[src/hdl/hbbc_ram.sv]
// Generic single write, single read RAM with registered read data.
`timescale 1ns / 1ps
module hbbc_ram #(
  parameter int WIDTH = 8,
  parameter int DEPTH = 32
) (
  input  logic                     clk,
  input  logic                     we,
  input  logic [$clog2(DEPTH)-1:0] waddr,
  input  logic [WIDTH-1:0]         wdata,
  input  logic [$clog2(DEPTH)-1:0] raddr,
  output logic [WIDTH-1:0]         rdata
);

  logic [WIDTH-1:0] mem [DEPTH];

  always_ff @(posedge clk) begin
    if (we) begin
      mem[waddr] <= wdata;
    end
    rdata <= mem[raddr];
  end

endmodule

[config.mk]
export PLATFORM = sky130hd
export DESIGN_NAME = hbbc_ram
export DESIGN_NICKNAME = d
export VERILOG_FILES = /design/src/hdl/hbbc_ram.sv
export SDC_FILE = /design/constraint.sdc
export NUM_CORES = 1
export LEC_CHECK = 0
export ABC_CLOCK_PERIOD_IN_PS = 6700
export BUFFER_PORTS_ARGS = -buffer_cell sky130_fd_sc_hd__buf_4
export CAP_MARGIN = 5
export CORE_ASPECT_RATIO = 0.6
export CORE_UTILIZATION = 60
export DETAILED_ROUTE_END_ITERATION = 10
export GPL_TIMING_DRIVEN = 0
export PLACE_DENSITY = 0.84
export SYNTH_ARGS = -nofsm -noshare
export SYNTH_HDL_FRONTEND = slang
export SYNTH_SLANG_ARGS = --single-unit
export TNS_END_PERCENT = 50
[constraint.sdc]
create_clock -name clk -period 6.7 [get_ports clk]
set_input_delay 2.01 -clock clk [delete_from_list [all_inputs] [get_ports clk]]
set_output_delay 2.01 -clock clk [all_outputs]
set_load 0.02 [all_outputs]
-- Word-level counts from Yosys, hierarchy flattened
Memory sizes are Yosys's and may differ from the RTL's. A register that Yosys moved wholly into a read port is not among the register bits.
Index checks and enable logic that the tools add are counted.
- add/subtract/negate cells: 0
- reductions and logical operators: 0
- bitwise logic cells: 0
- $lt $le $gt $ge: 0
- shift operators: 0
- equality and inequality tests: 0
- multipliers: 0
- muxes and demuxes: 2
- divide/modulo/power cells: 0
- operators by type and width (cell ; count):
    $mux W1 ; 2
- bits in read-only memories: 0
- input bits: 20
- flip-flop bits (word level): 0
- word-level logic and storage cells: 3
- latch bits: 0
- memory bits (writable): 256
- memories: 1
- output and inout port bits: 8
- memories (name ; words ; width ; rd ports ; clocked after Yosys merged registers in ; write ports ; line ; source):
    mem ; 32 ; 8 ; 1 ; 1 ; 1 ; 15 ; logic [WIDTH-1:0] mem [DEPTH];

-- Depth between registers and ports, before layout
- word-level depth: 2
- mapped depth: 5
- depth with buffers taken out: 3

-- Least setup slack after synthesis
OpenSTA, ideal clock, no wires.
- kind: input port to flip-flop
- start point: in raddr[2]
- end point: reg rdata[0], read port of mem
- setup time: 121 ps
- data required time: 6579 ps
- stages on the path: 5
- slack: 2888 ps
- buffers on the path: 2
- data arrival time: 3692 ps
- cells stage by stage: clkbuf_1 -> clkbuf_1 -> mux4_2 -> mux4_2 -> mux2_2
- RTL lines (element ; line ; source):
    start, declared ; 11 ; input logic [$clog2(DEPTH)-1:0] raddr,
    end, declared ; 12 ; output logic [WIDTH-1:0] rdata

==> results_dict.tcl <==
set metrics [dict create \
    synth_seq_area_share_pct 78.06 \
    p_total_uw 3247 \
    cts_buffers 23 \
    globalRouteMet1Util_pct 37.36 \
    die_h_um 102.3 \
    syn-num-nets 437 \
    top_usage_layer "met1" \
    final-hold-violation-count 0 \
    seqPwrFrac_pct 56.7 \
    ant_nets 0 \
    viasPerCell 6.397 \
    final_cell_area_um2 11180 \
    cp-start-kind "input pin" \
    synth_top_cell_by_area "edfxtp_1" \
    drt-initial-drc-count 648 \
    cts_tree "done" \
    htreeDepth 1 \
    syn2layout_area_growth_pct 11.21 \
    post-place-ws_ps 2222 \
    yosys.area.top_type_share_pct 76.47 \
    clockRootBuffer "clkbuf_16" \
    dr.pass1.iters 7 \
    cp_data_required_time_ps 7080 \
    r2r_cells 3 \
    fin_worst_skew_ps 6.989 \
    globalRouteMet3Util_pct 6.739 \
    cts_num_sinks 264 \
    status "finished clean" \
    final.setup.tns_ps 0 \
    grt_first_pass_wirelength_um 28750 \
    rsz0062_at_grt "no" \
    syn_inst 417 \
    cts_resized 0 \
    finalSetupViolCount 0 \
    power_density_nw_per_um2 290.4 \
    register_area_um2 7848 \
    layout_commonest_cell "edfxtp_1" \
    diodes 0 \
    min_path_type "flip-flop to flip-flop" \
    die_x_um 169.1 \
    final_cell_mix "256 x edfxtp_1, 80 x mux4_2, 33 x nor2_1" \
    p_sw_share_pct 20.50 \
    irDropWorstVdd_uv 252.5 \
    worstPathArrival_ps 4390 \
    via_count 4516 \
    routed_wl_um 20080 \
    antenna_found_initial 0 \
    whs_path_depth 3 \
    crit_type "input pin to flip-flop" \
    p_sw_uw 665.6 \
    yosysWarnings 0 \
    path_clk_slew_ps 60 \
    relSlewSlack_pct 38.13 \
    grt_util_all_layers_pct 24.36 \
    internal-power_uw 2581 \
    drc_errors 0 \
    drive_above_1_share_pct 32.22 \
    row_count 36 \
    clock_path_buffers 3 \
    grt_overflow 0 \
    p_leak_uw 0.003468 \
    fill_cells 1000 \
    path_max_fanout 10 \
    initial_utilization_pct 61.66 \
    slew_violations 0 \
    synth_area_um2 10050 \
    synth_cell_types 15 \
    fmax_mhz 249.4 \
    worst_slew_pin_slew_ps 924.6 \
    design.core.area_um2 16310 \
    placed_cell_area_um2 10500 \
    grt_pass1_vias 4426 \
    die_area_um2 17290 \
    post-route-worst-setup-slack_ps 2690 \
    ctsHoldBuffers 0 \
    syn_avg_cell_area_um2 24.11 \
    min_period_ps 4010 \
    wire_per_inst_um 28.45 \
    ys_seq_elements 264 \
    synth_area_leaders "edfxtp_1 76%, mux4_2 18%, dfxtp_1 1.6%" \
    post_cts_buffers 0 \
    dp_hpwl_um 13040 \
    power_frac_comb_pct 5.8 \
    portBuffers 22 \
    grt_max_degree 33 \
    multi_input_area_um2 2100 \
    io_pins 28 \
    end_kind "flip-flop" \
    place.gp.congestion 0.8658 \
    fin_nets 484 \
    met2_usage_pct 35.79 \
    timing.final.crit_share_pct 59.85 \
    p_clk_share_pct 37.4 \
    postLayoutCoreUtil_pct 68.57 \
    clk_latency_ps 500 \
    drv_cap 0 \
]
## critical path, cell delays in order
cell      delay, ps
clkbuf_1        480
clkbuf_1        600
mux4_2          470
mux4_2          530
mux2_2          290
## flip-flops by register name (all words and copies together), names as in the netlist
name	flops
mem	256
rdata	8
## cells in the mapped netlist, drive strengths merged
master and number:
or3b 3, dfxtp 8, buf 14, edfxtp 256
nand3 2, or3 1, mux4 80, nand2 1
mux2 8, nor2 33, clkbuf 6, nand3b 5
## area by class of cell
type                       instances  area share (%)
clock inverter                    15          0.8729
buffer                            20          0.9512
multi-input combinational        133           18.78
timing repair buffer              22           1.477
tap                              228           2.551
clock buffer                      24           5.181
sequential                       264           70.19
## per-layer routing
metal	vias up	routed length (um)
met4	0	383
met5	-	0
met3	27	2355
met2	262	9072
li1	1871	-
met1	2356	8271
## cells by family after synthesis
group                  synth area share (%)
DFF                                   78.06
and+or+nand+nor                       2.066
buffers and inverters                 1.058
muxes                                 18.82
## per-stage QoR
step | cells | hold WS, ps
after global routing | 706 | 942.6
after floorplan | 417 | 865.2
final | 706 | 916.4
after global placement | 667 | 891.1
after detailed placement | 667 | 897.1
after CTS | 706 | 917.4
## final timing paths
| check | slack, ps | to | from |
|---|---|---|---|
| setup / recovery | 2690 | rdata[1]$_DFF_P_ | raddr[2] |
| hold / removal | 920 | rdata[2]$_DFF_P_ | mem[20][2]$_DFFE_PP_ |
| setup reg to reg | 4850 | rdata[1]$_DFF_P_ | mem[23][1]$_DFFE_PP_ |
| hold reg to reg | 920 | rdata[2]$_DFF_P_ | mem[20][2]$_DFFE_PP_ |
## power by group through the flow
stage | Combinational (uW) | Clock (uW) | Sequential, uW
after floorplan | 97.8 | 0 | 1880
after global placement | 180 | 0 | 1880
after detailed placement | 188 | 0 | 1880
after CTS | 189 | 1230 | 1840
after global routing | 199 | 1290 | 1840
final | 190 | 1220 | 1840
(Power assumes the default switching activity.)
